[config.mk]
export PLATFORM = sky130hd
export DESIGN_NAME = frame_timing_monitor
export DESIGN_NICKNAME = d
export VERILOG_FILES = /design/src/rtl/ftm_pkg.sv /design/src/rtl/ftm_lane.sv /design/src/rtl/ftm_merge.sv /design/src/rtl/ftm_state.sv /design/src/rtl/frame_timing_monitor.sv
export SDC_FILE = /design/constraint.sdc
export NUM_CORES = 2
export LEC_CHECK = 0
export BUFFER_PORTS_ARGS = -buffer_cell sky130_fd_sc_hd__buf_2
export CORE_MARGIN = 4
export CORE_UTILIZATION = 35
export CTS_CLUSTER_DIAMETER = 30
export DETAILED_ROUTE_END_ITERATION = 10
export PLACE_DENSITY = 0.53
export RECOVER_POWER = 50
export SETUP_SLACK_MARGIN = 0.3
export SLEW_MARGIN = 20
export SYNTH_ARGS = -nofsm -noshare
export SYNTH_HDL_FRONTEND = slang
export SYNTH_SLANG_ARGS = --single-unit
[constraint.sdc]
create_clock -name i_clk -period 11.5 [get_ports i_clk]
set_input_delay 1.15 -clock i_clk [delete_from_list [all_inputs] [get_ports i_clk]]
set_output_delay 1.15 -clock i_clk [all_outputs]
set_load 0.005 [all_outputs]
[src/rtl/ftm_pkg.sv]
`timescale 1ns / 1ps

package ftm_pkg;

    // Design constants
    localparam int NUM_OUTPUTS = 4;
    localparam int TIME_WIDTH  = 40;
    localparam int SAMPLE_W    = 24;
    localparam int COUNT_W     = 16;
    localparam int CFG_W       = 24;
    localparam int CFG_IDX_W   = 2;
    localparam int ERR_W       = 2;

    // Stream payload widths, rounded up to whole bytes
    localparam int IN_FIELDS_W  = TIME_WIDTH + 2 * NUM_OUTPUTS * SAMPLE_W + 1;
    localparam int IN_TDATA_W   = ((IN_FIELDS_W + 7) / 8) * 8;
    localparam int OUT_FIELDS_W = ERR_W + 1 + COUNT_W + 2 * SAMPLE_W;
    localparam int OUT_TDATA_W  = ((OUT_FIELDS_W + 7) / 8) * 8;

    // Register reset values
    localparam logic [CFG_W-1:0] SPREAD_LIMIT_RST = CFG_W'(1000);
    localparam logic [CFG_W-1:0] FRAME_LIMIT_RST  = CFG_W'(50000);
    localparam logic [CFG_W-1:0] WINDOW_TICKS_RST = CFG_W'(1000000);
    localparam logic [CFG_W-1:0] HOLD_TICKS_RST   = CFG_W'(500000);

    typedef enum logic [CFG_IDX_W-1:0] {
        CFG_SPREAD_LIMIT = 2'd0,
        CFG_FRAME_LIMIT  = 2'd1,
        CFG_WINDOW_TICKS = 2'd2,
        CFG_HOLD_TICKS   = 2'd3
    } t_cfg_index;

    typedef enum logic [ERR_W-1:0] {
        ERR_NONE     = 2'd0,
        ERR_OVERFLOW = 2'd1,
        ERR_SPREAD   = 2'd2,
        ERR_FRAME    = 2'd3
    } t_err_code;

    typedef enum logic [0:0] {
        MODE_START    = 1'b0,
        MODE_COMPLETE = 1'b1
    } t_mode;

    typedef struct packed {
        logic [CFG_W-1:0] spread_limit;
        logic [CFG_W-1:0] frame_limit;
        logic [CFG_W-1:0] window_ticks;
        logic [CFG_W-1:0] hold_ticks;
    } t_cfg;

    typedef struct packed {
        t_mode                 mode;
        logic [TIME_WIDTH-1:0] time_now;
        logic                  overflow;
    } t_meta;

    typedef struct packed {
        logic [SAMPLE_W-1:0] spread;
        logic [SAMPLE_W-1:0] longest;
        logic                frame_over;
    } t_stats;

    typedef struct packed {
        t_err_code           error_code;
        logic                permanent;
        logic [COUNT_W-1:0]  frames;
        logic [SAMPLE_W-1:0] spread;
        logic [SAMPLE_W-1:0] longest;
    } t_result;

endpackage

[src/rtl/ftm_lane.sv]
`timescale 1ns / 1ps

// One output's samples: registers them and flags a frame time over the limit.
module ftm_lane (
    input  logic                         i_clk,
    input  logic                         i_en,
    input  logic [ftm_pkg::SAMPLE_W-1:0] i_render,
    input  logic [ftm_pkg::SAMPLE_W-1:0] i_frame,
    input  logic [ftm_pkg::CFG_W-1:0]    i_frame_limit,
    output logic [ftm_pkg::SAMPLE_W-1:0] o_render,
    output logic [ftm_pkg::SAMPLE_W-1:0] o_frame,
    output logic                         o_frame_over
);

    logic [ftm_pkg::SAMPLE_W-1:0] r_render;
    logic [ftm_pkg::SAMPLE_W-1:0] r_frame;
    logic                         r_frame_over;

    // Capture the sample and compare against the limit in the same step.
    always_ff @(posedge i_clk) begin
        if (i_en) begin
            r_render     <= i_render;
            r_frame      <= i_frame;
            r_frame_over <= (i_frame > i_frame_limit);
        end
    end

    assign o_render     = r_render;
    assign o_frame      = r_frame;
    assign o_frame_over = r_frame_over;

endmodule

[src/rtl/ftm_merge.sv]
`timescale 1ns / 1ps

// Combines the lanes: render spread, longest frame and any frame over limit.
module ftm_merge (
    input  logic                         i_clk,
    input  logic                         i_en,
    input  logic [ftm_pkg::SAMPLE_W-1:0] i_render [ftm_pkg::NUM_OUTPUTS],
    input  logic [ftm_pkg::SAMPLE_W-1:0] i_frame  [ftm_pkg::NUM_OUTPUTS],
    input  logic [ftm_pkg::NUM_OUTPUTS-1:0] i_frame_over,
    output ftm_pkg::t_stats              o_stats
);

    ftm_pkg::t_stats r_stats;
    ftm_pkg::t_stats n_stats;

    // Minimum and maximum over the lanes.
    always_comb begin
        logic [ftm_pkg::SAMPLE_W-1:0] lo;
        logic [ftm_pkg::SAMPLE_W-1:0] hi;
        logic [ftm_pkg::SAMPLE_W-1:0] longest;
        lo      = i_render[0];
        hi      = i_render[0];
        longest = '0;
        for (int i = 0; i < ftm_pkg::NUM_OUTPUTS; i++) begin
            if (i_render[i] < lo) lo = i_render[i];
            if (i_render[i] > hi) hi = i_render[i];
            if (i_frame[i] > longest) longest = i_frame[i];
        end
        n_stats.spread     = hi - lo;
        n_stats.longest    = longest;
        n_stats.frame_over = |i_frame_over;
    end

    always_ff @(posedge i_clk) begin
        if (i_en) begin
            r_stats <= n_stats;
        end
    end

    assign o_stats = r_stats;

endmodule

[src/rtl/ftm_state.sv]
`timescale 1ns / 1ps

// Error, window and display state; its registers also form the result.
module ftm_state (
    input  logic             i_clk,
    input  logic             i_rst_n,
    input  logic             i_take,
    input  ftm_pkg::t_meta   i_meta,
    input  ftm_pkg::t_stats  i_stats,
    input  ftm_pkg::t_cfg    i_cfg,
    output ftm_pkg::t_result o_result
);

    localparam int TW = ftm_pkg::TIME_WIDTH;
    localparam int SW = ftm_pkg::SAMPLE_W;
    localparam int CW = ftm_pkg::COUNT_W;

    ftm_pkg::t_err_code r_err, n_err;
    logic               r_locked, n_locked;
    logic [TW-1:0]      r_err_time, n_err_time;
    logic [SW-1:0]      r_win_spread, n_win_spread;
    logic [SW-1:0]      r_disp_spread, n_disp_spread;
    logic [SW-1:0]      r_win_frame, n_win_frame;
    logic [SW-1:0]      r_disp_frame, n_disp_frame;
    logic [CW-1:0]      r_frame_count, n_frame_count;
    logic [CW-1:0]      r_disp_frames, n_disp_frames;
    logic [TW-1:0]      r_elapsed, n_elapsed;
    logic [TW-1:0]      r_prev_time, n_prev_time;

    logic [TW-1:0] delta;
    logic [TW:0]   sum;
    logic [TW-1:0] elapsed_sat;
    logic [TW:0]   remain;
    logic          window_done;
    logic [TW-1:0] since_err;
    logic          hold_over;
    logic          spread_over;
    logic [SW-1:0] max_spread;
    logic [SW-1:0] max_frame;

    // Window accounting: saturating add, then subtract the window length.
    assign delta       = i_meta.time_now - r_prev_time;
    assign sum         = {1'b0, r_elapsed} + {1'b0, delta};
    assign elapsed_sat = sum[TW] ? '1 : sum[TW-1:0];
    assign remain      = {1'b0, elapsed_sat} - {{(TW + 1 - ftm_pkg::CFG_W){1'b0}},
                                                i_cfg.window_ticks};
    assign window_done = !remain[TW];

    // Hold timer for a non-permanent error.
    assign since_err = i_meta.time_now - r_err_time;
    assign hold_over = since_err > {{(TW - ftm_pkg::CFG_W){1'b0}}, i_cfg.hold_ticks};

    // Limits and running window maxima.
    assign spread_over = i_stats.spread > i_cfg.spread_limit;
    assign max_spread  = (i_stats.spread > r_win_spread) ? i_stats.spread : r_win_spread;
    assign max_frame   = (i_stats.longest > r_win_frame) ? i_stats.longest : r_win_frame;

    // Next state for one item.
    always_comb begin
        n_err         = r_err;
        n_locked      = r_locked;
        n_err_time    = r_err_time;
        n_win_spread  = r_win_spread;
        n_disp_spread = r_disp_spread;
        n_win_frame   = r_win_frame;
        n_disp_frame  = r_disp_frame;
        n_frame_count = r_frame_count;
        n_disp_frames = r_disp_frames;
        n_elapsed     = r_elapsed;
        n_prev_time   = r_prev_time;
        if (i_take) begin
            unique case (i_meta.mode)
                ftm_pkg::MODE_START: begin
                    n_win_spread = max_spread;
                    n_win_frame  = max_frame;
                    n_elapsed    = elapsed_sat;
                    n_prev_time  = i_meta.time_now;
                    if (window_done) begin
                        n_disp_frames = r_frame_count;
                        n_frame_count = '0;
                        n_elapsed     = remain[TW-1:0];
                        n_disp_spread = max_spread;
                        n_win_spread  = '0;
                        n_disp_frame  = max_frame;
                        n_win_frame   = '0;
                    end
                    // A fresh report restarts the hold, so it cannot clear at once.
                    if (!r_locked) begin
                        if (i_stats.frame_over) begin
                            n_err      = ftm_pkg::ERR_FRAME;
                            n_err_time = i_meta.time_now;
                        end else if (spread_over) begin
                            n_err      = ftm_pkg::ERR_SPREAD;
                            n_err_time = i_meta.time_now;
                        end else if (hold_over) begin
                            n_err = ftm_pkg::ERR_NONE;
                        end
                    end
                end
                ftm_pkg::MODE_COMPLETE: begin
                    if (r_frame_count != '1) begin
                        n_frame_count = r_frame_count + CW'(1);
                    end
                    if (i_meta.overflow && !r_locked) begin
                        n_err      = ftm_pkg::ERR_OVERFLOW;
                        n_locked   = 1'b1;
                        n_err_time = i_meta.time_now;
                    end
                end
            endcase
        end
    end

    always_ff @(posedge i_clk) begin
        if (!i_rst_n) begin
            r_err         <= ftm_pkg::ERR_NONE;
            r_locked      <= 1'b0;
            r_err_time    <= '0;
            r_win_spread  <= '0;
            r_disp_spread <= '0;
            r_win_frame   <= '0;
            r_disp_frame  <= '0;
            r_frame_count <= '0;
            r_disp_frames <= '0;
            r_elapsed     <= '0;
            r_prev_time   <= '0;
        end else begin
            r_err         <= n_err;
            r_locked      <= n_locked;
            r_err_time    <= n_err_time;
            r_win_spread  <= n_win_spread;
            r_disp_spread <= n_disp_spread;
            r_win_frame   <= n_win_frame;
            r_disp_frame  <= n_disp_frame;
            r_frame_count <= n_frame_count;
            r_disp_frames <= n_disp_frames;
            r_elapsed     <= n_elapsed;
            r_prev_time   <= n_prev_time;
        end
    end

    assign o_result.error_code = r_err;
    assign o_result.permanent  = r_locked;
    assign o_result.frames     = r_disp_frames;
    assign o_result.spread     = r_disp_spread;
    assign o_result.longest    = r_disp_frame;

endmodule

[src/rtl/frame_timing_monitor.sv]
`timescale 1ns / 1ps
// Pipeline: a result is offered once its input transfer has passed the lane,
// merge and state registers, and it transfers when the output is ready.
// Throughput: one item per cycle while the output is not stalled; the stages
// advance independently, so bubbles close up while a result waits at the output.
// Reset: synchronous, active low; clears the pipeline valid flags and all
// state registers, and restores the register defaults.

module frame_timing_monitor (
    input  logic                            i_clk,
    input  logic                            i_rst_n,
    // Configuration writes
    input  logic                            i_cfg_we,
    input  logic [ftm_pkg::CFG_IDX_W-1:0]   i_cfg_index,
    input  logic [ftm_pkg::CFG_W-1:0]       i_cfg_data,
    // Input stream
    input  logic                            i_s_axis_tvalid,
    output logic                            o_s_axis_tready,
    // tdata: time_now, render_time_0..3, frame_time_0..3, counter_overflow, zero pad
    input  logic [ftm_pkg::IN_TDATA_W-1:0]  i_s_axis_tdata,
    // tuser: mode
    input  logic [0:0]                      i_s_axis_tuser,
    // Output stream
    output logic                            o_m_axis_tvalid,
    input  logic                            i_m_axis_tready,
    // tdata: error_code, error_is_permanent, frames_per_window, shown_spread,
    // shown_longest_frame, zero pad
    output logic [ftm_pkg::OUT_TDATA_W-1:0] o_m_axis_tdata
);

    localparam int NO = ftm_pkg::NUM_OUTPUTS;
    localparam int SW = ftm_pkg::SAMPLE_W;
    localparam int TW = ftm_pkg::TIME_WIDTH;

    ftm_pkg::t_cfg    r_cfg;
    ftm_pkg::t_meta   r_a_meta;
    ftm_pkg::t_meta   r_b_meta;
    ftm_pkg::t_meta   in_meta;
    ftm_pkg::t_stats  stats;
    ftm_pkg::t_result result;
    logic             r_a_valid;
    logic             r_b_valid;
    logic             r_c_valid;
    logic             en_a;
    logic             en_b;
    logic             en_c;

    logic [SW-1:0] lane_render [NO];
    logic [SW-1:0] lane_frame  [NO];
    logic [NO-1:0] lane_over;

    // Configuration registers.
    always_ff @(posedge i_clk) begin
        if (!i_rst_n) begin
            r_cfg.spread_limit <= ftm_pkg::SPREAD_LIMIT_RST;
            r_cfg.frame_limit  <= ftm_pkg::FRAME_LIMIT_RST;
            r_cfg.window_ticks <= ftm_pkg::WINDOW_TICKS_RST;
            r_cfg.hold_ticks   <= ftm_pkg::HOLD_TICKS_RST;
        end else if (i_cfg_we) begin
            unique case (ftm_pkg::t_cfg_index'(i_cfg_index))
                ftm_pkg::CFG_SPREAD_LIMIT: r_cfg.spread_limit <= i_cfg_data;
                ftm_pkg::CFG_FRAME_LIMIT:  r_cfg.frame_limit  <= i_cfg_data;
                ftm_pkg::CFG_WINDOW_TICKS: r_cfg.window_ticks <= i_cfg_data;
                ftm_pkg::CFG_HOLD_TICKS:   r_cfg.hold_ticks   <= i_cfg_data;
            endcase
        end
    end

    // Stage enables: a stage moves when it is empty or the next one moves.
    assign en_c            = !r_c_valid || i_m_axis_tready;
    assign en_b            = !r_b_valid || en_c;
    assign en_a            = !r_a_valid || en_b;
    assign o_s_axis_tready = en_a;

    always_ff @(posedge i_clk) begin
        if (!i_rst_n) begin
            r_a_valid <= 1'b0;
            r_b_valid <= 1'b0;
            r_c_valid <= 1'b0;
        end else begin
            if (en_a) r_a_valid <= i_s_axis_tvalid;
            if (en_b) r_b_valid <= r_a_valid;
            if (en_c) r_c_valid <= r_b_valid;
        end
    end

    // Item kind, time stamp and overflow flag travel alongside the lanes.
    assign in_meta.mode     = ftm_pkg::t_mode'(i_s_axis_tuser[0]);
    assign in_meta.time_now = i_s_axis_tdata[TW-1:0];
    assign in_meta.overflow = i_s_axis_tdata[TW + 2 * NO * SW];

    always_ff @(posedge i_clk) begin
        if (en_a) r_a_meta <= in_meta;
        if (en_b) r_b_meta <= r_a_meta;
    end

    // One lane per display output.
    for (genvar g = 0; g < NO; g++) begin : g_lane
        ftm_lane u_lane (
            .i_clk        (i_clk),
            .i_en         (en_a),
            .i_render     (i_s_axis_tdata[TW + g * SW +: SW]),
            .i_frame      (i_s_axis_tdata[TW + (NO + g) * SW +: SW]),
            .i_frame_limit(r_cfg.frame_limit),
            .o_render     (lane_render[g]),
            .o_frame      (lane_frame[g]),
            .o_frame_over (lane_over[g])
        );
    end

    ftm_merge u_merge (
        .i_clk       (i_clk),
        .i_en        (en_b),
        .i_render    (lane_render),
        .i_frame     (lane_frame),
        .i_frame_over(lane_over),
        .o_stats     (stats)
    );

    ftm_state u_state (
        .i_clk   (i_clk),
        .i_rst_n (i_rst_n),
        .i_take  (r_b_valid && en_c),
        .i_meta  (r_b_meta),
        .i_stats (stats),
        .i_cfg   (r_cfg),
        .o_result(result)
    );

    // Result transfer; the state registers hold still while it waits.
    assign o_m_axis_tvalid = r_c_valid;
    assign o_m_axis_tdata  = {{(ftm_pkg::OUT_TDATA_W - ftm_pkg::OUT_FIELDS_W){1'b0}},
                              result.longest, result.spread, result.frames,
                              result.permanent, result.error_code};

endmodule

Word-level counts from Yosys, hierarchy flattened
Cells that the tools add are included.
Operators by class
  shift operators: 0
  div/mod/pow operators: 0
  multiply operators: 0
  $lt $le $gt $ge: 18
  bitwise gates (word level): 2
  equal/unequal tests: 10
  $add $sub $neg: 6
  reductions and logical operators: 21
  multiplexer cells: 30
Operators with widths (number)
  $mux 24: 14
  $gt 24x24->1: 13
  $mux 40: 6
  $pmux 40 s2: 1
  $sub 40x40->40: 2
  $lt 24x24->1: 3
  $add 40x40->41: 1
  $sub 40x24->41: 1
  $gt 40x24->1: 1
  $mux 16: 2
  $pmux 16 s2: 1
  $gt 24x1->1 const B: 1
  $sub 24x24->24: 1
  $add 16x1->16 const B: 1
  $ne 16x16->1 const B: 1
  $mux 2: 5
  $reduce_and 2->1: 5
  $reduce_and 3->1: 3
  $reduce_and 4->1: 2
  $eq 2x2->1 const B: 2
  $logic_not 1->1: 4
  $ne 2x1->1 const B: 2
  $ne 2x2->1 const B: 2
  $ne 4x2->1 const B: 1
  8 further kinds: 12
Word-level totals
  ROM bits: 0
  latch bits: 0
  register bits after elaboration: 679
  output and inout port bits: 74
  memories kept: 0
  input port bits: 272
  memory bits (writable): 0

Logic depth before layout (Yosys ltp)
  depth after elaboration: 8
  depth in mapped cells: 52
  depth with buffers taken out: 50

By module
A second synthesis with hierarchy kept.
Unflattened totals
  cell total of the unflattened synthesis: 4846
  area total of the unflattened synthesis: 44672.8 µm²
Modules (own cells, without submodules)
  ftm_state: cells each 2712, area each 20317.0 µm², times used 1
  ftm_merge: cells each 1145, area each 9582.9 µm², times used 1
  ftm_lane: cells each 131, area each 2099.5 µm², times used 4
  frame_timing_monitor: cells each 465, area each 6374.9 µm², times used 1

Worst setup path before layout
No wires, ideal clock.
  kind: register -> register
  start point: register g_lane[1].u_lane.r_render, in the netlist g_lane[1].u_lane.o_render[17]
  end point: register u_merge.r_stats, in the netlist u_merge.o_stats[48], data pin
  setup slack: 312 ps
  setup time: 272 ps
  buffers on the path: 4
  clock period less this slack: 11188 ps
  arrival: 10916 ps
  cell stages (with the launch flop): 48
  cells stage by stage: edfxtp_1 -> ha_1 -> a21o_1 -> a221o_1 -> a221oi_1 -> o211ai_1 -> nand2_1 -> buf_1 -> mux2i_1 -> ha_1 -> a21o_1 -> a21o_1 -> a21o_1 -> a21o_1 -> a21o_1 -> a21oi_1 -> nor2b_1 -> or2_2 -> [... 12 more ...] -> a32oi_1 -> clkbuf_1 -> clkbuf_1 -> o21ai_0 -> ha_1 -> nor2b_1 -> o31a_1 -> o41a_1 -> a31oi_1 -> a211oi_1 -> nor3_1 -> o31ai_1 -> o41ai_1 -> inv_1 -> and4_1 -> o21ai_0 -> o2111a_1 -> nand4b_1
RTL lines
  start, declared: RTL line ftm_lane.sv:15  | logic [ftm_pkg::SAMPLE_W-1:0] r_render;
  start signal, assigned: RTL line ftm_lane.sv:22  | r_render <= i_render;
  end signal, assigned: RTL line ftm_merge.sv:36  | r_stats <= n_stats;
  end, declared: RTL line ftm_merge.sv:13  | ftm_pkg::t_stats r_stats;

Worst setup path in the final report
  start point: register r_b_meta[2] in the netlist's numbering
  end point: register u_state.r_win_spread[11]
On the way
  word-level cells in the longest chain between the ends: 5
RTL lines
  start, declared: RTL line frame_timing_monitor.sv:37  | ftm_pkg::t_meta r_b_meta;
  start signal, assigned: RTL line frame_timing_monitor.sv:94  | if (en_b) r_b_meta <= r_a_meta;
  $sub 40x40->40: RTL line ftm_state.sv:42  | assign delta = i_meta.time_now - r_prev_time;
  $add 40x40->41: RTL line ftm_state.sv:43  | assign sum = {1'b0, r_elapsed} + {1'b0, delta};
  $mux 40: RTL line ftm_state.sv:44  | assign elapsed_sat = sum[TW] ? '1 : sum[TW-1:0];
  $sub 40x24->41: RTL line ftm_state.sv:45  | assign remain = {1'b0, elapsed_sat} - {{(TW + 1 - ftm_pkg::CFG_W){1'b0}},
  $mux 24: RTL line ftm_state.sv:78  | if (window_done) begin
  end signal, assigned: RTL line ftm_state.sv:131  | r_win_spread <= n_win_spread;
  end, declared: RTL line ftm_state.sv:21  | logic [SW-1:0] r_win_spread, n_win_spread;
No other way between the ends.
A chain may end at the register's enable or synchronous reset.

==> metrics.log <==
[metrics] unrepaired setup endpoints after global routing: true
[metrics] violations in the final reports: capacitance limit, slew limit
[metrics] number of global-route vias before repair: 34928
[metrics] global-route wire length before repair: between 150000 and 200000 µm
[metrics] Cell Rows: approximately 130
[metrics] Worst VDD drop: about 0.16 mV
[metrics] global route total overflow: 0
[metrics] Vias: between 30000 and 40000
[metrics] clock period minus final worst setup slack: about 11 ns
[metrics] Int Power: roughly 0.0077 W
[metrics] Hold Buf Count CTS: 0
[metrics] Setup CP Type: register to register
[metrics] R2R depth: 39
[metrics] cells after synthesis: about 4800
[metrics] clock tree from TritonCTS: yes
[metrics] power per cell area: about 200 nW/µm²
[metrics] Max Slew Vio Count: 423
[metrics] Max Clk Rate: between 90 and 100 MHz
[metrics] required time of the critical path: approximately 12 ns
[metrics] routability congestion estimate from global placement: 0.9018
[metrics] Sw Ratio: 0.2895
[metrics] slowest cell delay on critical path: approximately 0.59 ns
[metrics] total detailed-routing wirelength: between 100000 and 150000 µm
[metrics] skew final: about 0.033 ns
[metrics] Hold Path Sink: r_b_meta[21]
[metrics] hold-critical path depth: 0
[metrics] Worst Path Max Fanout: slightly below 60
[metrics] via density per instance: slightly above 5
[metrics] overall fraction of global-route tracks in use: 0.1917
[metrics] 1st-pass router iterations: 5
[metrics] initial DRC count: 1918
[metrics] reg-to-reg startpoint: r_b_meta[2]
[metrics] Slowest-stage cell, CP: sky130_fd_sc_hd__or4_2
[metrics] part of the total power dissipated in the clock network: 0.506
[metrics] final critical-path share of the clock period: 0.9196
[metrics] Post-Synthesis Mean Instance Area: between 9 and 10 µm²
[metrics] share of synthesized registers carrying an async set or reset: 0
[metrics] worst hold path class: register to register
[metrics] leakage power total: 23.49 nW
[metrics] CTS sink count: slightly below 700
[metrics] worst setup slack after layout: about 0.92 ns
[metrics] endpoint of the worst register-to-register path: u_state.r_win_spread[11]
[metrics] Setup Total Neg Slack: 0 ns
[metrics] R2R setup slack: between 0.9 and 1 ns
[metrics] flip-flop and latch count after synthesis: 679
[metrics] sequential cell area fraction in the yosys report: 0.3828
[metrics] total of endpoints with negative setup slack in the final report: 0
[metrics] part of the power in combinational logic: 0.225
[metrics] number of top-level pins: about 350
[metrics] clock slew at the register clock pins of the worst setup and hold paths: about 0.04 ns
[metrics] kind of start point of the critical path: register
[metrics] Area growth, synth to finish: 22.99%
[metrics] Warnings, synthesis: 0
[metrics] maximum root-to-sink buffer count: 3
[metrics] final-stage net count: approximately 6000
[metrics] number of hold violations in the final report: 0
[metrics] clock latency reported for the late side of the worst-skew pair: 0.78 ns
[metrics] area share of the largest cell type after synthesis: 0.2240
[metrics] dominant cells by area after synthesis: sky130_fd_sc_hd__edfxtp_1, sky130_fd_sc_hd__dfxtp_1, sky130_fd_sc_hd__ha_1, sky130_fd_sc_hd__nand2_1, sky130_fd_sc_hd__a21oi_1
[metrics] setup slack at placement: 0.5605 ns
[metrics] pin slew with the least headroom to its limit: between 4 and 5 ns
[metrics] CTS buffer count: roughly 190
[metrics] number of buffers added on ports: between 300 and 400
[metrics] layout cells sized above 1: 0.1222
[metrics] hold wc startpoint: r_a_meta[21]
[metrics] critical path endpoint category: register
[metrics] number of max-cap violations: 7
[metrics] full die area: roughly 130000 µm²
[metrics] Starting Density: 0.3545
[metrics] Placeable Area: 124400 µm²
[metrics] hpwl dp: between 90000 and 100000 µm
[metrics] status: finished, violations left
[metrics] die outline height: 363.0 µm
[metrics] antenna violations before repair: 33
[metrics] signal arrival time at the worst endpoint: between 10 and 15 ns
[metrics] switching power summed over all nets: 0.003146 W
[metrics] CTS root buf: sky130_fd_sc_hd__clkbuf_16
[metrics] most frequently used flop master after synthesis: sky130_fd_sc_hd__dfxtp_1
[metrics] routed length per placed instance: approximately 19 µm
[metrics] largest net degree at the start of global routing: a little under 100
[metrics] DRC violation count after routing: 0
[metrics] Cell Area, Synth: between 40000 and 50000 µm²
[metrics] area leader, netlist: sky130_fd_sc_hd__edfxtp_1
[metrics] number of synthesized flops with an enable pin: 329
[metrics] Post-DRT Antenna Nets: 0
[metrics] Distinct cells, synth: about 90
[metrics] max_slew headroom: -1.702
[metrics] proportion of power drawn by flip-flops and latches: 0.269
[metrics] H-tree Lvls: 4
[metrics] Die Span X: roughly 360 µm
registers in the layout, indices dropped and copies added (netlist names), 2 cells and up:
name,count
g_lane.u_lane.o_frame,96
u_state.r_prev_time,40
r_cfg,96
u_state.r_err_time,40
r_b_meta,42
u_state.r_frame_count,16
u_state.r_disp_frame,24
u_state.r_err,2
u_state.r_win_frame,24
u_state.r_disp_spread,24
r_a_meta,42
u_state.r_disp_frames,16
g_lane.u_lane.o_render,96
u_state.r_win_spread,24
u_state.r_elapsed,40
u_merge.o_stats,49
g_lane.u_lane.o_frame_over,4
power groups by stage:
| stage | Combinational, W | Sequential, W | Clock (W) |
|---|---|---|---|
| 2_1_floorplan | 0.00180 | 0.00287 | 0 |
| 3_3_place_gp | 0.00241 | 0.00296 | 0 |
| 3_5_place_dp | 0.00243 | 0.00296 | 0 |
| 4_1_cts | 0.00245 | 0.00292 | 0.00561 |
| 5_1_grt | 0.00276 | 0.00294 | 0.00576 |
| 6_report | 0.00244 | 0.00292 | 0.00550 |
placed cells by master, fill, tap and decap left out, types with 15 or more instances in the layout:
cell	count
sky130_fd_sc_hd__clkbuf_1	186
sky130_fd_sc_hd__clkbuf_16	194
sky130_fd_sc_hd__a21o_1	104
sky130_fd_sc_hd__a21boi_0	35
sky130_fd_sc_hd__diode_2	24
sky130_fd_sc_hd__o211ai_1	45
sky130_fd_sc_hd__o31ai_1	56
sky130_fd_sc_hd__xor2_1	53
sky130_fd_sc_hd__buf_2	175
sky130_fd_sc_hd__nor2_1	216
sky130_fd_sc_hd__and3_1	27
sky130_fd_sc_hd__a211oi_1	29
sky130_fd_sc_hd__a31oi_1	36
sky130_fd_sc_hd__o211a_1	51
sky130_fd_sc_hd__nor2b_1	115
sky130_fd_sc_hd__o21a_1	65
sky130_fd_sc_hd__edfxtp_1	329
sky130_fd_sc_hd__nand2b_1	74
sky130_fd_sc_hd__buf_4	47
sky130_fd_sc_hd__nor3_1	47
sky130_fd_sc_hd__xnor2_1	86
sky130_fd_sc_hd__ha_1	546
sky130_fd_sc_hd__and2_1	45
sky130_fd_sc_hd__o21bai_1	26
sky130_fd_sc_hd__a21oi_1	390
sky130_fd_sc_hd__a22o_1	24
sky130_fd_sc_hd__nand3_1	73
sky130_fd_sc_hd__bufinv_16	34
sky130_fd_sc_hd__dfxtp_1	350
sky130_fd_sc_hd__clkinv_2	44
sky130_fd_sc_hd__mux2_2	53
sky130_fd_sc_hd__mux2i_1	183
sky130_fd_sc_hd__inv_1	399
sky130_fd_sc_hd__clkbuf_8	19
sky130_fd_sc_hd__nand4_1	101
sky130_fd_sc_hd__or3_1	15
sky130_fd_sc_hd__o21ai_0	259
sky130_fd_sc_hd__nand2_1	547
layout make-up:
| cell class | instances | area, µm² |
|---|---|---|
| clock inverters | 114 | 1567 |
| multi-input cells | 3504 | 25100 |
| clock buffers | 238 | 5210 |
| inverters | 400 | 1503 |
| flip-flops and latches | 679 | 16890 |
| well taps | 1637 | 2048 |
| fillers | 12119 | 70190 |
| diodes | 24 | 60.06 |
| repair buffers | 386 | 1884 |
cells by family (layout without fill, tap and decap cells):
kind of cell               Yosys count  in the layout  synth area share
DFF                                679            679            0.3828
other                                1             29        0.00008501
muxes                              236            236           0.05505
adders and majority gates          551            551            0.1571
and+or+nand+nor                   1341           1341            0.1458
xor gates and xnor gates           140            140           0.02797
buffers and inverters              580           1138           0.05244
AOI/OAI and AO/OA                 1231           1231            0.1788
Yosys cell counts (all sizes together), types with 11 or more instances:
library cell,count
a2111oi,11
a211oi,31
a21boi,39
a21o,104
a21oi,395
a22o,24
a31oi,38
and2,47
and3,28
buf,43
clkbuf,137
dfxtp,350
edfxtp,329
ha,546
inv,400
mux2,53
mux2i,183
nand2,547
nand2b,76
nand3,73
nand4,101
nor2,219
nor2b,116
nor3,50
nor4,11
o211a,51
o211ai,45
o21a,65
o21ai,269
o21bai,26
o31ai,57
or3,15
xnor2,87
xor2,53
worst max path at each step:
stage | from | to | slack, ns | depth (start not counted)
detailed placement | g_lane[0].u_lane.o_render[17] | u_merge.o_stats[48] | 0.56 | 44
global placement | g_lane[0].u_lane.o_render[17] | u_merge.o_stats[48] | 0.59 | 47
global route | g_lane[0].u_lane.o_render[19] | u_merge.o_stats[48] | 0.20 | 44
CTS | g_lane[0].u_lane.o_render[17] | u_merge.o_stats[48] | 0.51 | 47
floorplan | g_lane[1].u_lane.o_render[17] | u_merge.o_stats[48] | 0.31 | 47
finish | r_b_meta[2] | u_state.r_win_spread[11] | 0.92 | 39
worst max-delay path: cells and delay by family (launching register included):
| family | cells | cell delay [ns] |
|---|---|---|
| AOI/OAI and AO/OA | 22 | 5.19 |
| and+or+nand+nor | 10 | 2.66 |
| adders and majority gates | 3 | 1.16 |
| buffers and inverters | 3 | 0.83 |
| DFF | 1 | 0.48 |
| xor gates and xnor gates | 1 | 0.15 |
stage by stage:
step / std cells / power (W) / hold slack [ns] / utilization / cell area (µm²)
6_report: 6982 / 0.01087 / 0.4110 / 0.4360 / 54260
5_1_grt: 6965 / 0.01146 / 0.4190 / 0.4357 / 54210
4_1_cts: 6956 / 0.01098 / 0.4154 / 0.4364 / 54310
3_5_place_dp: 6604 / 0.005394 / 0.4045 / 0.3819 / 47530
3_3_place_gp: 6604 / 0.005369 / 0.4040 / 0.3819 / 47520
2_1_floorplan: 4763 / 0.004667 / 0.4003 / - / 44130
routing by layer:
layer | track usage | share of wire | vias up | routed length (µm)
met1 | 0.2442 | 0.45 | 16631 | 57860
met3 | 0.05295 | 0.065 | 262 | 8373
li1 | - | - | 18090 | -
met2 | 0.3121 | 0.46 | 746 | 59240
met5 | 0 | 0.0010 | - | 131
met4 | 0.06825 | 0.030 | 20 | 3851
timing repair:
item | CTS | global route
setup buffers | 0 | 1
endpoints found under the setup margin | 0 | 90
resized for setup | 0 | 17
endpoints found under the hold margin | 0 | 0
No activity file was read; power rests on OpenSTA's default activity.
